**src/design/i2cmrt_pkg.sv**
```systemverilog
// Shared types and constants for the I2C register transaction sequencer.
package i2cmrt_pkg;

  // Write buffer size, fixed by the 4-bit buffer position field.
  localparam int BUF_DEPTH = 16;
  localparam int BUF_IDX_W = $clog2(BUF_DEPTH);

  localparam int IN_DATA_W  = 40;
  localparam int OUT_DATA_W = 32;

  typedef enum logic [1:0] {
    MODE_LOAD    = 2'd0,
    MODE_START_W = 2'd1,
    MODE_START_R = 2'd2,
    MODE_EVENT   = 2'd3
  } mode_t;

  typedef enum logic [2:0] {
    PH_IDLE  = 3'd0,
    PH_ADDRW = 3'd1,
    PH_REG   = 3'd2,
    PH_WDATA = 3'd3,
    PH_WSTOP = 3'd4,
    PH_ADDRR = 3'd5,
    PH_RDATA = 3'd6,
    PH_RSTOP = 3'd7
  } phase_t;

  typedef enum logic [2:0] {
    ERR_NONE       = 3'd0,
    ERR_ADDRW_NACK = 3'd1,
    ERR_REG_NACK   = 3'd2,
    ERR_DATA_NACK  = 3'd3,
    ERR_ADDRR_NACK = 3'd4,
    ERR_NO_ACK_REQ = 3'd5,
    ERR_UNEXPECTED = 3'd6
  } err_t;

  // Input beat payload, last declared field in the low bits.
  typedef struct packed {
    logic [5:0] pad;
    logic       ack_requested;
    logic       slave_acked;
    logic [3:0] buf_index;
    logic [7:0] data_byte;
    logic [4:0] length;
    logic [7:0] reg_index;
    logic [6:0] slave_addr;
  } item_t;

  // Result beat payload, last declared field in the low bits.
  typedef struct packed {
    logic [1:0] pad;
    logic       busy_res;
    err_t       error_code;
    logic       done_res;
    logic [3:0] rx_index;
    logic [7:0] rx_byte;
    logic       rx_valid;
    logic       ack_out;
    logic       gen_stop;
    logic       gen_start;
    logic [7:0] tx_byte;
    logic       tx_valid;
  } result_t;

endpackage

```
**src/design/i2c_master_register_transaction.sv**
```systemverilog
// I2C master register read/write sequencer, top level.
//
// Input channel s_axis: tuser carries the mode (load write byte, start write,
// start read, bus event), tdata the address, register index, length, data
// byte, buffer position and the two bus event flags. Each input beat gives
// exactly one result beat on m_axis: the byte to send, start/stop requests,
// the master ACK level, a received byte with its position, done, an error
// code and the busy flag.
// A beat taken is held in the input register, processed through the phase
// logic into the result register once m_axis is ready, and shown on m_axis
// from there.
// Throughput: one beat per cycle when m_axis is ready, set by the single pass
// through the phase logic and the 16-entry write buffer read between the two
// registers. Reset returns the sequencer to idle and clears both valid flags;
// the write buffer keeps its contents and must be loaded before a write.
// When m_axis stalls the result register holds and the input register fills;
// s_axis_tready then drops until the result is taken.
module i2c_master_register_transaction (
  input  logic                                clk,
  input  logic                                rst,
  input  logic                                s_axis_tvalid,
  output logic                                s_axis_tready,
  // low to high: slave_addr, reg_index, length, data_byte, buf_index,
  // slave_acked, ack_requested, zero pad
  input  logic [i2cmrt_pkg::IN_DATA_W-1:0]    s_axis_tdata,
  // mode
  input  logic [1:0]                          s_axis_tuser,
  output logic                                m_axis_tvalid,
  input  logic                                m_axis_tready,
  // low to high: tx_valid, tx_byte, gen_start, gen_stop, ack_out, rx_valid,
  // rx_byte, rx_index, done_res, error_code, busy_res, zero pad
  output logic [i2cmrt_pkg::OUT_DATA_W-1:0]   m_axis_tdata
);
  import i2cmrt_pkg::*;

  // input register
  logic    in_valid;
  item_t   in_item;
  mode_t   in_mode;

  // result register
  logic    out_valid;
  result_t out_res;

  // sequencer state
  phase_t       phase, phase_next;
  logic [4:0]   byte_position, byte_position_next;
  logic [4:0]   byte_count, byte_count_next;
  logic [6:0]   target_addr, target_addr_next;
  logic [7:0]   target_reg, target_reg_next;
  logic         is_read, is_read_next;
  logic [7:0]   write_buffer [BUF_DEPTH];

  logic         out_ready;
  logic         exec;
  logic         buf_we;
  logic [4:0]   len_sat;
  logic [5:0]   rd_pos_inc;
  logic [7:0]   buf_rd;
  result_t      res;

  assign out_ready     = !out_valid || m_axis_tready;
  assign exec          = in_valid && out_ready;
  assign s_axis_tready = !in_valid || out_ready;
  assign m_axis_tvalid = out_valid;
  assign m_axis_tdata  = out_res;

  assign len_sat    = (in_item.length > 5'(BUF_DEPTH)) ? 5'(BUF_DEPTH) : in_item.length;
  assign rd_pos_inc = {1'b0, byte_position} + 6'd1;
  assign buf_rd     = write_buffer[byte_position[BUF_IDX_W-1:0]];
  assign buf_we     = exec && (in_mode == MODE_LOAD) && (phase == PH_IDLE);

  always_ff @(posedge clk) begin
    if (rst) begin
      in_valid <= 1'b0;
    end else if (s_axis_tready) begin
      in_valid <= s_axis_tvalid;
    end
  end

  always_ff @(posedge clk) begin
    if (s_axis_tready && s_axis_tvalid) begin
      in_item <= item_t'(s_axis_tdata);
      in_mode <= mode_t'(s_axis_tuser);
    end
  end

  always_ff @(posedge clk) begin
    if (rst) begin
      out_valid <= 1'b0;
    end else if (out_ready) begin
      out_valid <= in_valid;
    end
  end

  always_ff @(posedge clk) begin
    if (exec) begin
      out_res <= res;
    end
  end

  always_ff @(posedge clk) begin
    if (buf_we) begin
      write_buffer[in_item.buf_index[BUF_IDX_W-1:0]] <= in_item.data_byte;
    end
  end

  always_ff @(posedge clk) begin
    if (rst) begin
      phase         <= PH_IDLE;
      byte_position <= '0;
      byte_count    <= '0;
      target_addr   <= '0;
      target_reg    <= '0;
      is_read       <= 1'b0;
    end else if (exec) begin
      phase         <= phase_next;
      byte_position <= byte_position_next;
      byte_count    <= byte_count_next;
      target_addr   <= target_addr_next;
      target_reg    <= target_reg_next;
      is_read       <= is_read_next;
    end
  end

  // next state
  always_comb begin
    phase_next         = phase;
    byte_position_next = byte_position;
    byte_count_next    = byte_count;
    target_addr_next   = target_addr;
    target_reg_next    = target_reg;
    is_read_next       = is_read;
    case (in_mode)
      MODE_LOAD: begin
      end
      MODE_START_W, MODE_START_R: begin
        is_read_next       = (in_mode == MODE_START_R);
        // a zero-length read still fetches one byte
        byte_count_next    = ((in_mode == MODE_START_R) && (len_sat == 5'd0)) ? 5'd1
                                                                               : len_sat;
        byte_position_next = '0;
        target_addr_next   = in_item.slave_addr;
        target_reg_next    = in_item.reg_index;
        phase_next         = PH_ADDRW;
      end
      MODE_EVENT: begin
        case (phase)
          PH_ADDRW: begin
            if (!in_item.slave_acked) begin
              phase_next = PH_IDLE;
            end else begin
              byte_position_next = '0;
              phase_next         = PH_REG;
            end
          end
          PH_REG: begin
            if (!in_item.slave_acked) begin
              phase_next = PH_IDLE;
            end else if (is_read) begin
              phase_next = PH_ADDRR;
            end else if (byte_count == 5'd0) begin
              phase_next = PH_WSTOP;
            end else begin
              byte_position_next = 5'd1;
              phase_next         = PH_WDATA;
            end
          end
          PH_WDATA: begin
            if (!in_item.slave_acked || (byte_position >= byte_count)) begin
              phase_next = PH_IDLE;
            end else begin
              byte_position_next = byte_position + 5'd1;
            end
          end
          PH_ADDRR: begin
            if (!in_item.slave_acked) begin
              phase_next = PH_IDLE;
            end else begin
              byte_position_next = '0;
              phase_next         = PH_RDATA;
            end
          end
          PH_RDATA: begin
            if (!in_item.ack_requested) begin
              phase_next = PH_IDLE;
            end else begin
              byte_position_next = rd_pos_inc[4:0];
              if (rd_pos_inc >= {1'b0, byte_count}) begin
                phase_next = PH_IDLE;
              end
            end
          end
          default: begin
            phase_next = PH_IDLE;
          end
        endcase
      end
      default: begin
      end
    endcase
  end

  // result fields
  always_comb begin
    res = '0;
    case (in_mode)
      MODE_LOAD: begin
      end
      MODE_START_W, MODE_START_R: begin
        res.tx_valid  = 1'b1;
        res.tx_byte   = {in_item.slave_addr, 1'b0};
        res.gen_start = 1'b1;
      end
      MODE_EVENT: begin
        case (phase)
          PH_ADDRW: begin
            if (!in_item.slave_acked) begin
              res.error_code = ERR_ADDRW_NACK;
            end else begin
              res.tx_valid = 1'b1;
              res.tx_byte  = target_reg;
            end
          end
          PH_REG: begin
            if (!in_item.slave_acked) begin
              res.error_code = ERR_REG_NACK;
            end else if (is_read) begin
              res.tx_valid  = 1'b1;
              res.tx_byte   = {target_addr, 1'b1};
              res.gen_start = 1'b1;
            end else if (byte_count == 5'd0) begin
              res.gen_stop = 1'b1;
            end else begin
              res.tx_valid = 1'b1;
              res.tx_byte  = write_buffer[0];
            end
          end
          PH_WDATA: begin
            if (!in_item.slave_acked) begin
              res.error_code = ERR_DATA_NACK;
            end else if (byte_position >= byte_count) begin
              res.gen_stop = 1'b1;
              res.done_res = 1'b1;
            end else begin
              res.tx_valid = 1'b1;
              res.tx_byte  = buf_rd;
            end
          end
          PH_WSTOP, PH_RSTOP: begin
            res.done_res = 1'b1;
          end
          PH_ADDRR: begin
            if (!in_item.slave_acked) begin
              res.error_code = ERR_ADDRR_NACK;
            end else begin
              res.ack_out = in_item.ack_requested;
            end
          end
          PH_RDATA: begin
            if (!in_item.ack_requested) begin
              res.error_code = ERR_NO_ACK_REQ;
            end else begin
              res.rx_valid = 1'b1;
              res.rx_byte  = in_item.data_byte;
              res.rx_index = byte_position[3:0];
              if (rd_pos_inc >= {1'b0, byte_count}) begin
                // last byte: NACK and stop
                res.gen_stop = 1'b1;
                res.done_res = 1'b1;
              end else begin
                res.ack_out = 1'b1;
              end
            end
          end
          default: begin
            res.error_code = ERR_UNEXPECTED;
          end
        endcase
        if (res.error_code != ERR_NONE) begin
          res.gen_stop = 1'b1;
          res.done_res = 1'b1;
        end
      end
      default: begin
      end
    endcase
    res.busy_res = (phase_next != PH_IDLE);
  end

`ifndef SYNTHESIS
  a_err_ends: assert property (@(posedge clk) disable iff (rst)
    exec && (res.error_code != ERR_NONE) |-> res.done_res && res.gen_stop && !res.busy_res)
    else $error("error result without done and stop");

  a_tx_rx_excl: assert property (@(posedge clk) disable iff (rst)
    out_valid |-> !(out_res.tx_valid && out_res.rx_valid))
    else $error("tx and rx valid in the same result");

  a_done_idle: assert property (@(posedge clk) disable iff (rst)
    out_valid && out_res.done_res |-> !out_res.busy_res)
    else $error("done result still busy");

  a_start_phase: assert property (@(posedge clk) disable iff (rst)
    exec && ((in_mode == MODE_START_W) || (in_mode == MODE_START_R)) |=> phase == PH_ADDRW)
    else $error("start did not enter address phase");

  a_count_bound: assert property (@(posedge clk) disable iff (rst)
    byte_count <= 5'(BUF_DEPTH))
    else $error("byte count beyond buffer depth");
`endif

endmodule
```
**config.mk**
```make
export PLATFORM = sky130hd
export DESIGN_NAME = i2c_master_register_transaction
export DESIGN_NICKNAME = d
export VERILOG_FILES = /design/src/design/i2cmrt_pkg.sv /design/src/design/i2c_master_register_transaction.sv
export SDC_FILE = /design/constraint.sdc
export NUM_CORES = 1
export LEC_CHECK = 0
export BUFFER_PORTS_ARGS = -buffer_cell sky130_fd_sc_hd__buf_4
export CAP_MARGIN = 5
export CELL_PAD_IN_SITES_DETAIL_PLACEMENT = 1
export CELL_PAD_IN_SITES_GLOBAL_PLACEMENT = 2
export CORE_MARGIN = 2
export CORE_UTILIZATION = 47
export DETAILED_ROUTE_END_ITERATION = 6
export GPL_TIMING_DRIVEN = 1
export PLACE_DENSITY_LB_ADDON = 0.3
export SYNTH_ARGS = -nofsm -noshare
export SYNTH_HDL_FRONTEND = slang
export SYNTH_SLANG_ARGS = --single-unit
```
**constraint.sdc**
```tcl
create_clock -name clk -period 5.7 [get_ports clk]
set_clock_uncertainty 0.15 [all_clocks]
set_input_delay 0.57 -clock clk [delete_from_list [all_inputs] [get_ports clk]]
set_output_delay 0.57 -clock clk [all_outputs]
set_load 0.01 [all_outputs]
```
==> qor.csv, run 1 <==
metric,value,unit
portion of total power attributed to combinational logic,3.6,%
vias in the first global route,5510,
CP Buf/Inv Count,2,
count of flip-flops with a built-in enable after synthesis,194,
cell type contributing the most total cell area after synthesis,sky130_fd_sc_hd__edfxtp_1,
Detail Placement HPWL,14.6,mm
number of setup violations in the final report,0,
netlist area before placement,9430,sq um
Max Cap Viol,0,
pin count of the biggest net entering global routing,37,
share of total power in sequential cells,52.5,%
Hold Path Class,primary input to flop,
number of rows in the core area,51,
slew at the pin with the worst max-slew slack,1.13,ns
sequential area share after synthesis,69.2,%
data arrival time at the worst-slack endpoint,3.33,ns
post-cts hold buffer count,0,
total power per unit cell area,330,nW/um^2
Top Family by Delay on Critical Path,simple AND/OR/NAND/NOR gates,
die area,21200,sq um
final-report max-slew violation count,0,
Leakage,0.00368,uW
Synth async-reset ratio,0,%
count of unique library cells instantiated by Yosys,59,
first-pass GRT wire length,33.6,mm
final hold violation count,0,
Routed wire per std cell,23.2,microns
Starting DRT DRC Count,446,
crit path cell chain,"nor2b_1, nand2b_1, inv_1, buf_4, nand2_1, nor3_1, a21oi_1, nor2_1",
power share of the clock group,43.8,%
switching share of power,20.6,%
critical path class,flop to flop,
flop2flop setup slack,2.68,ns
maximum achievable frequency,331,MHz
clock period minus final worst setup slack,3.02,ns
antenna violations before repair,0,
antenna-violating nets left,0,
share of the synthesized area in the top cell type,61.8,%
met2 track demand over resource in global routing,33.0,%
Gate Count Post-Synth,589,
DRT Wirelength,22.0,mm
sum of negative setup slack,0,ns
detailed-route via count,5381,
drt pass-1 iters,6,
diode insertion count for antenna repair,0,
Die X-Extent,146,microns
Syn-to-layout area delta,16.1,%
TritonCTS Buffers,24,
largest cells by area after synthesis,"sky130_fd_sc_hd__edfxtp_1 (62%), sky130_fd_sc_hd__dfxtp_1 (7.4%), sky130_fd_sc_hd__mux4_2 (5.5%)",
ratio of cells with drive above 1 in the final layout,22.2,%
peak supply drop,238,uV
nature of the critical path startpoint,flop,
routing layer with the top usage in global route,met2,
unrepaired setup endpoints after global routing,false,
die height,146,microns
max reg flops,128,
maximum fanout encountered on the critical timing path,22,
Synth warnings,0,
share of the clock period used by the worst path after layout,53.0,%
Mapped Avg Cell Area,16.0,sq um
final weighted congestion of routability-driven global placement,0.848,
clock transition at the registers of the reported paths,0.06,ns
worst slew margin relative to its limit,24.7,%
met1 global-route usage,30.3,%
most common library cells after synthesis,"sky130_fd_sc_hd__edfxtp_1 (194), sky130_fd_sc_hd__nand2_1 (60), sky130_fd_sc_hd__dfxtp_1 (35), sky130_fd_sc_hd__nor2_1 (35), sky130_fd_sc_hd__a21oi_1 (32)",
CP peak stage delay,0.52,ns
Initial Util,48.1,%
sum of overflow across all layers after global routing,0,
"Primary FF master, synth",sky130_fd_sc_hd__edfxtp_1,
fin util,55.9,%
overall track demand over capacity in global routing,20.8,%
CTS H-tree depth,1,
CP Capture Type,flop,
data required time of the critical path,6.01,ns
source-to-sink clock delay at the later pin of the worst-skew pair,0.52,ns
Resize count post-CTS,0,
met3 Resource Use GR,3.39,%
clock sink total,229,
outcome,finished clean,
CTS tree,built,
largest buffer count on any clock path,3,
post-detailed-route DRC marker count,0,
Vias per Instance,5.69,
most used standard cell by instance count after synthesis,sky130_fd_sc_hd__edfxtp_1,
setup bufs post-CTS,0,
CP max stage cell,sky130_fd_sc_hd__inv_1,
io pins,80,
internal cell power,2870,uW
net switching power,742,uW
core footprint,19600,sq um
cell at the root of the clock tree,sky130_fd_sc_hd__clkbuf_16,
count of state elements after synthesis,229,
Port Buffers,71,
"Net count, final",724,
==> cells in the final DEF (no fill, tap or decap), types with 5 or more instances in the layout <==
cell type,n
sky130_fd_sc_hd__a21oi_1,32
sky130_fd_sc_hd__a222oi_1,7
sky130_fd_sc_hd__and3_1,13
sky130_fd_sc_hd__buf_4,78
sky130_fd_sc_hd__clkbuf_1,5
sky130_fd_sc_hd__clkbuf_16,24
sky130_fd_sc_hd__clkinv_1,11
sky130_fd_sc_hd__dfxtp_1,34
sky130_fd_sc_hd__edfxtp_1,194
sky130_fd_sc_hd__ha_1,14
sky130_fd_sc_hd__inv_1,12
sky130_fd_sc_hd__mux4_1,17
sky130_fd_sc_hd__mux4_2,23
sky130_fd_sc_hd__nand2_1,60
sky130_fd_sc_hd__nand2b_1,12
sky130_fd_sc_hd__nand3_1,8
sky130_fd_sc_hd__nand3b_1,6
sky130_fd_sc_hd__nor2_1,35
sky130_fd_sc_hd__nor2b_1,5
sky130_fd_sc_hd__nor3_1,10
sky130_fd_sc_hd__o21ai_0,8
sky130_fd_sc_hd__o221ai_2,8
==> stage by stage <==
stage / cells / hold slack (ns) / instance area, sq um / setup WS, ns / power, uW
after floorplan: 590 / 0.286 / 9430 / 3.18 / 1990
after global placement: 903 / 0.291 / 10200 / 2.49 / 2060
after detailed placement: 903 / 0.299 / 10200 / 2.35 / 2060
after CTS: 945 / 0.0527 / 10900 / 2.58 / 3640
after global routing: 945 / 0.0534 / 10900 / 2.44 / 3710
final: 945 / 0.0715 / 10900 / 2.68 / 3610
==> layer usage <==
layer | vias to the layer above | part of all wire, %
met3 | 38 | 5.3
met5 | - | 0
li1 | 2441 | -
met1 | 2734 | 46
met2 | 168 | 46
met4 | 0 | 2.8
==> power groups by stage <==
stage               combinational, uW  clock [uW]  sequential, uW
floorplan                        75.8           0            1910
global placement                  129           0            1930
detailed placement                132           0            1930
CTS                               133        1610            1900
global route                      144        1660            1900
finish                            132        1580            1900
==> cell type report <==
type | instances | area, sq um
fill | 1857 | 8640
sequential | 229 | 6530
multi-input combinational | 311 | 2630
clock buffer | 29 | 619
timing repair buffer | 78 | 586
tap | 265 | 332
clock inverter | 13 | 175
inverter | 20 | 75.1
==> logic make-up after synthesis <==
family	Yosys count	share of synthesized area, %
other	1	0.0398
adders and majority gates	14	1.86
xor gates and xnor gates	4	0.372
muxes	44	10.7
buffers and inverters	50	2.88
and+or+nand+nor	165	8.55
DFF	229	69.2
AOI/OAI and AO/OA	82	6.40
==> worst reg2reg max path, stage by stage, from the launching register on <==
cell	delay (ns)
sky130_fd_sc_hd__dfxtp_1	0.31
sky130_fd_sc_hd__nor2b_1	0.16
sky130_fd_sc_hd__nand2b_1	0.33
sky130_fd_sc_hd__inv_1	0.52
sky130_fd_sc_hd__buf_4	0.38
sky130_fd_sc_hd__nand2_1	0.53
sky130_fd_sc_hd__nor3_1	0.40
sky130_fd_sc_hd__a21oi_1	0.07
sky130_fd_sc_hd__nor2_1	0.12
==> worst paths after layout <==
path,startpoint,end,cells after the start
worst max-delay path,m_axis_tvalid,byte_count[0],8
worst min-delay path,s_axis_tdata[26],in_item[26],1
worst max register to register,m_axis_tvalid,byte_count[0],8
worst min register to register,target_addr[0],target_addr[0],2
Note: power is estimated with default switching activity, not from simulation.
==> run 2, diff against run 1 <==
--- a/config.mk
+++ b/config.mk
@@ -10,7 +10,7 @@
 export CELL_PAD_IN_SITES_DETAIL_PLACEMENT = 1
 export CELL_PAD_IN_SITES_GLOBAL_PLACEMENT = 2
 export CORE_MARGIN = 2
-export CORE_UTILIZATION = 47
+export CORE_UTILIZATION = 39
 export DETAILED_ROUTE_END_ITERATION = 6
 export GPL_TIMING_DRIVEN = 1
 export PLACE_DENSITY_LB_ADDON = 0.3
==> constraint.sdc (replaced) <==
create_clock -name clk -period 2.42 [get_ports clk]
set_clock_uncertainty 0.15 [all_clocks]
set_input_delay 0.242 -clock clk [delete_from_list [all_inputs] [get_ports clk]]
set_output_delay 0.242 -clock clk [all_outputs]
set_load 0.01 [all_outputs]
==> qor.csv, run 2 (synthesis results as in run 1) <==
metric,value,unit
detailed-route via count,5761,
cell at the root of the clock tree,sky130_fd_sc_hd__clkbuf_16,
"leading cell type in the layout, fill and taps excluded",sky130_fd_sc_hd__edfxtp_1,
Vias per Instance,5.28,
antenna-violating nets left,0,
share of the clock period used by the worst path after layout,96.6,%
DRT Wirelength,23.9,mm
Hold Path Class,primary input to flop,
Syn-to-layout area delta,26.1,%
Die X-Extent,159,microns
maximum fanout encountered on the critical timing path,3,
core footprint,23600,sq um
max reg flops,128,
number of cells on the worst hold path,2,
beginning of the worst register-to-register path,byte_position[0],
vias in the first global route,6121,
number of setup violations in the final report,0,
maximum achievable frequency,428,MHz
drt pass-1 iters,4,
Leakage,0.00411,uW
portion of total power attributed to combinational logic,5.2,%
"top library cells by usage in the layout, fill and taps aside","sky130_fd_sc_hd__edfxtp_1 (194), sky130_fd_sc_hd__buf_4 (119), sky130_fd_sc_hd__nand2_1 (60)",
source-to-sink clock delay at the later pin of the worst-skew pair,0.52,ns
Max Cap Viol,0,
final weighted congestion of routability-driven global placement,0.841,
first-pass GRT wire length,36.1,mm
Worst setup startpoint,byte_position[0],
Initial Util,39.9,%
worst slew margin relative to its limit,46.8,%
CTS tree,built,
io pins,80,
pin count of the biggest net entering global routing,37,
number of rows in the core area,56,
Port Buffers,71,
cell depth of the worst flop-to-flop path,9,
overall track demand over capacity in global routing,18.5,%
critical path class,flop to flop,
die height,159,microns
final-report max-slew violation count,0,
Routed wire per std cell,21.9,microns
unrepaired setup endpoints after global routing,true,
share of total power in sequential cells,53.9,%
peak supply drop,564,uV
ratio of cells with drive above 1 in the final layout,28.1,%
"Net count, final",814,
nature of the critical path startpoint,flop,
switching share of power,21.3,%
diode insertion count for antenna repair,0,
clock period minus final worst setup slack,2.34,ns
Hold Worst Slack,0.283,ns
clock transition at the registers of the reported paths,0.06,ns
Post-Place Worst Slack,-0.138,ns
net switching power,1770,uW
Starting DRT DRC Count,381,
sum of negative setup slack,0,ns
largest buffer count on any clock path,3,
clock sink total,229,
CP Capture Type,flop,
"crit path setup slack, layout",0.0833,ns
Detail Placement HPWL,15.9,mm
outcome,finished clean,
final hold violation count,0,
data required time of the critical path,2.52,ns
Crit Reg-Reg Endpoint,m_axis_tdata[25],
CTS H-tree depth,1,
TritonCTS Buffers,25,
critical hold path startpoint,s_axis_tdata[0],
post-detailed-route DRC marker count,0,
die area,25400,sq um
data arrival time at the worst-slack endpoint,2.44,ns
antenna violations before repair,0,
slew at the pin with the worst max-slew slack,0.799,ns
sum of overflow across all layers after global routing,0,
"Endpoint, Worst Hold",in_item[0],
power share of the clock group,41.0,%
internal cell power,6510,uW
total power per unit cell area,696,nW/um^2
flop2flop setup slack,0.08,ns
[run 2: cell count changes in the layout (fill, tap and decap cells not counted), sizes merged]
cell	change
buf	+46
bufinv	-4
clkbuf	+9
clkinv	-2
dlygate4sd3	+42
inv	+1
[run 2: worst max-delay path by stage]
stage / to / cells past startpoint
floorplan: m_axis_tdata[25] / 9
global placement: m_axis_tdata[25] / 9
detailed placement: m_axis_tdata[25] / 9
CTS: m_axis_tdata[8] / 9
global route: byte_position[2] / 5
finish: m_axis_tdata[25] / 9
[run 2: stage by stage]
| stage | instances | instance area, sq um | util, % | total power [uW] |
|---|---|---|---|---|
| after floorplan | 590 | 9430 | - | 4690 |
| after global placement | 1002 | 10600 | 44.9 | 4880 |
| after detailed placement | 1002 | 10600 | 44.9 | 4900 |
| after CTS | 1089 | 11800 | 49.9 | 8350 |
| after global routing | 1091 | 11900 | 50.3 | 8540 |
| final | 1091 | 11900 | 50.3 | 8270 |
[run 2: power groups by stage]
| stage | combinational, uW | clock, uW | sequential [uW] |
|---|---|---|---|
| after floorplan | 179 | 0 | 4510 |
| after global placement | 349 | 0 | 4530 |
| after CTS | 419 | 3470 | 4460 |
| after detailed placement | 359 | 0 | 4540 |
| after global routing | 463 | 3610 | 4470 |
| final | 426 | 3390 | 4450 |
[run 2: repair_timing]
item,CTS,global route
pin swaps,3,7
resized for setup,9,23
hold buffers,42,0
cloned,0,1
setup endpoints to repair,9,36
endpoints found under the hold margin,52,0
setup buffers,0,1
[run 2: layout make-up]
type / instances / area (sq um)
multi-input cells: 311 / 2730
flip-flops and latches: 229 / 6540
well taps: 319 / 399
inverters: 20 / 75.1
clock inverters: 8 / 51.3
clock buffers: 37 / 671
fillers: 2318 / 11700
repair buffers: 167 / 1420
[run 2: per-layer routing]
metal | GRT usage [%] | share of wire [%] | vias up
li1 | - | - | 2615
met1 | 25.4 | 44 | 2965
met2 | 31.3 | 50 | 153
met3 | 2.53 | 4.0 | 28
met4 | 4.63 | 1.9 | 0
met5 | 0 | 0 | -
[run 2: worst max-delay path, stage by stage, from the launching register on]
cell	delay (ns)
sky130_fd_sc_hd__dfxtp_4	0.35
sky130_fd_sc_hd__ha_4	0.17
sky130_fd_sc_hd__xor2_2	0.15
sky130_fd_sc_hd__ha_1	0.28
sky130_fd_sc_hd__o21a_1	0.12
sky130_fd_sc_hd__a211oi_2	0.22
sky130_fd_sc_hd__o21ai_2	0.11
sky130_fd_sc_hd__a22oi_2	0.15
sky130_fd_sc_hd__o211ai_1	0.13
sky130_fd_sc_hd__o211a_1	0.24
==> run 3, diff against run 2 <==
--- a/config.mk
+++ b/config.mk
@@ -9,6 +9,7 @@
 export CAP_MARGIN = 5
 export CELL_PAD_IN_SITES_DETAIL_PLACEMENT = 1
 export CELL_PAD_IN_SITES_GLOBAL_PLACEMENT = 2
+export CORE_ASPECT_RATIO = 0.9
 export CORE_MARGIN = 2
 export CORE_UTILIZATION = 39
 export DETAILED_ROUTE_END_ITERATION = 6
==> qor.csv, run 3 (synthesis results as in run 1) <==
metric,value,unit
nature of the critical path startpoint,flop,
overall track demand over capacity in global routing,19.1,%
final-report max-slew violation count,0,
post-detailed-route DRC marker count,0,
critical path class,flop to flop,
fin util,51.0,%
detailed-route via count,5754,
maximum achievable frequency,425,MHz
Hold Path Class,primary input to flop,
flop2flop setup slack,0.07,ns
clock transition at the registers of the reported paths,0.06,ns
pin count of the biggest net entering global routing,37,
critical hold path startpoint,s_axis_tdata[13],
crit path cell chain,"buf_4, mux4_1, mux4_2, clkinv_1, o221ai_2",
met3 Resource Use GR,3.90,%
CP Buf/Inv Count,2,
sum of negative setup slack,0,ns
cell at the root of the clock tree,sky130_fd_sc_hd__clkbuf_16,
"Net count, final",816,
met2 track demand over resource in global routing,32.1,%
Syn-to-layout area delta,27.4,%
number of setup violations in the final report,0,
DRT Wirelength,23.6,mm
power share of the clock group,45.9,%
worst slew margin relative to its limit,47.7,%
share of total power in sequential cells,49.5,%
final hold violation count,0,
clock period minus final worst setup slack,2.35,ns
final weighted congestion of routability-driven global placement,0.786,
Hold Worst Slack,0.276,ns
CP Capture Type,flop,
core footprint,23500,sq um
antenna violations before repair,2,
max reg flops,128,
total placed cells including tap cells,984,
routing layer with the top usage in global route,met2,
cell depth of the worst flop-to-flop path,5,
met1 global-route usage,25.8,%
Die X-Extent,168,microns
die area,25400,sq um
data arrival time at the worst-slack endpoint,2.48,ns
sum of overflow across all layers after global routing,0,
switching share of power,20.7,%
portion of total power attributed to combinational logic,4.6,%
CTS H-tree depth,1,
filler-free cell count of the finished design,1078,
ratio of cells with drive above 1 in the final layout,29.3,%
source-to-sink clock delay at the later pin of the worst-skew pair,0.54,ns
clock sink total,229,
"Endpoint, Worst Hold",in_item[13],
maximum fanout encountered on the critical timing path,6,
"leading cell type in the layout, fill and taps excluded",sky130_fd_sc_hd__edfxtp_1,
share of the clock period used by the worst path after layout,97.3,%
antenna-violating nets left,0,
outcome,finished clean,
Crit Reg-Reg Endpoint,m_axis_tdata[3],
total power per unit cell area,750,nW/um^2
slew at the pin with the worst max-slew slack,0.784,ns
Leakage,0.00419,uW
Routed wire per std cell,21.9,microns
Vias per Instance,5.34,
io pins,80,
TritonCTS Buffers,25,
CP max stage cell,sky130_fd_sc_hd__mux4_1,
"top library cells by usage in the layout, fill and taps aside","sky130_fd_sc_hd__edfxtp_1 (194), sky130_fd_sc_hd__buf_4 (125), sky130_fd_sc_hd__nand2_1 (59)",
vias in the first global route,6138,
Top Family by Delay on Critical Path,multiplexers,
"crit path setup slack, layout",0.0652,ns
Initial Util,40.0,%
largest buffer count on any clock path,3,
number of rows in the core area,53,
data required time of the critical path,2.54,ns
CTS tree,built,
peak supply drop,561,uV
net switching power,1870,uW
first-pass GRT wire length,36.3,mm
CP peak stage delay,0.65,ns
unrepaired setup endpoints after global routing,false,
Starting DRT DRC Count,375,
Port Buffers,71,
number of cells on the worst hold path,2,
Max Cap Viol,0,
drt pass-1 iters,7,
Detail Placement HPWL,15.9,mm
internal cell power,7140,uW
die height,151,microns
Post-Place Worst Slack,-0.182,ns
-- run 3: through the flow --
stage	power (uW)	area (sq um)
2_1_floorplan	4690	9430
3_3_place_gp	4870	10500
3_5_place_dp	4890	10500
4_1_cts	9080	11900
5_1_grt	9290	12000
6_report	9010	12000
-- run 3: what timing repair did --
action | in CTS | in global routing
hold buffers | 42 | 0
pin swaps | 2 | 7
setup buffers | 4 | 1
setup endpoints to repair | 15 | 36
hold endpoints to repair | 55 | 0
gates resized for setup | 7 | 19
-- run 3: worst max-delay path by stage --
stage	start	to	slack, ns	depth (start not counted)
6_report	flop	m_axis_tdata[3]	0.07	5
5_1_grt	byte_count[1]	m_axis_tdata[29]	0.003	6
4_1_cts	byte_position[0]	m_axis_tdata[8]	0.02	9
3_5_place_dp	byte_position[1]	m_axis_tdata[25]	-0.18	9
3_3_place_gp	byte_position[0]	m_axis_tdata[25]	-0.10	9
2_1_floorplan	byte_position[1]	m_axis_tdata[25]	0.11	9
-- run 3: final cells by class --
class,count,area (sq um)
Antenna cell,1,2.50
Clock buffer,30,644
Sequential cell,229,6530
Tap cell,302,378
Inverter,20,75.1
Clock inverter,16,256
Timing Repair Buffer,169,1390
Fill cell,2251,11500
Multi-Input combinational cell,311,2730
-- run 3: power by group through the flow --
stage / registers [uW] / logic, uW / clock network, uW
after floorplan: 4510 / 179 / 0
after global placement: 4530 / 343 / 0
after detailed placement: 4540 / 353 / 0
after CTS: 4460 / 412 / 4210
after global routing: 4470 / 453 / 4370
final: 4450 / 417 / 4140
-- run 3: per-layer routing --
layer  vias to the layer above  routed length, microns
met3                        38                    1450
met2                       163                   11300
met4                         2                     493
li1                       2626                       -
met1                      2925                   10300
met5                         -                      13
-- run 3: worst register-to-register path: cells and delay by family (launching register included) --
family | cells | cell delay, ns
buffers and inverters | 2 | 0.28
AOI/OAI and AO/OA | 1 | 0.10
DFF | 1 | 0.38
muxes | 2 | 1.20
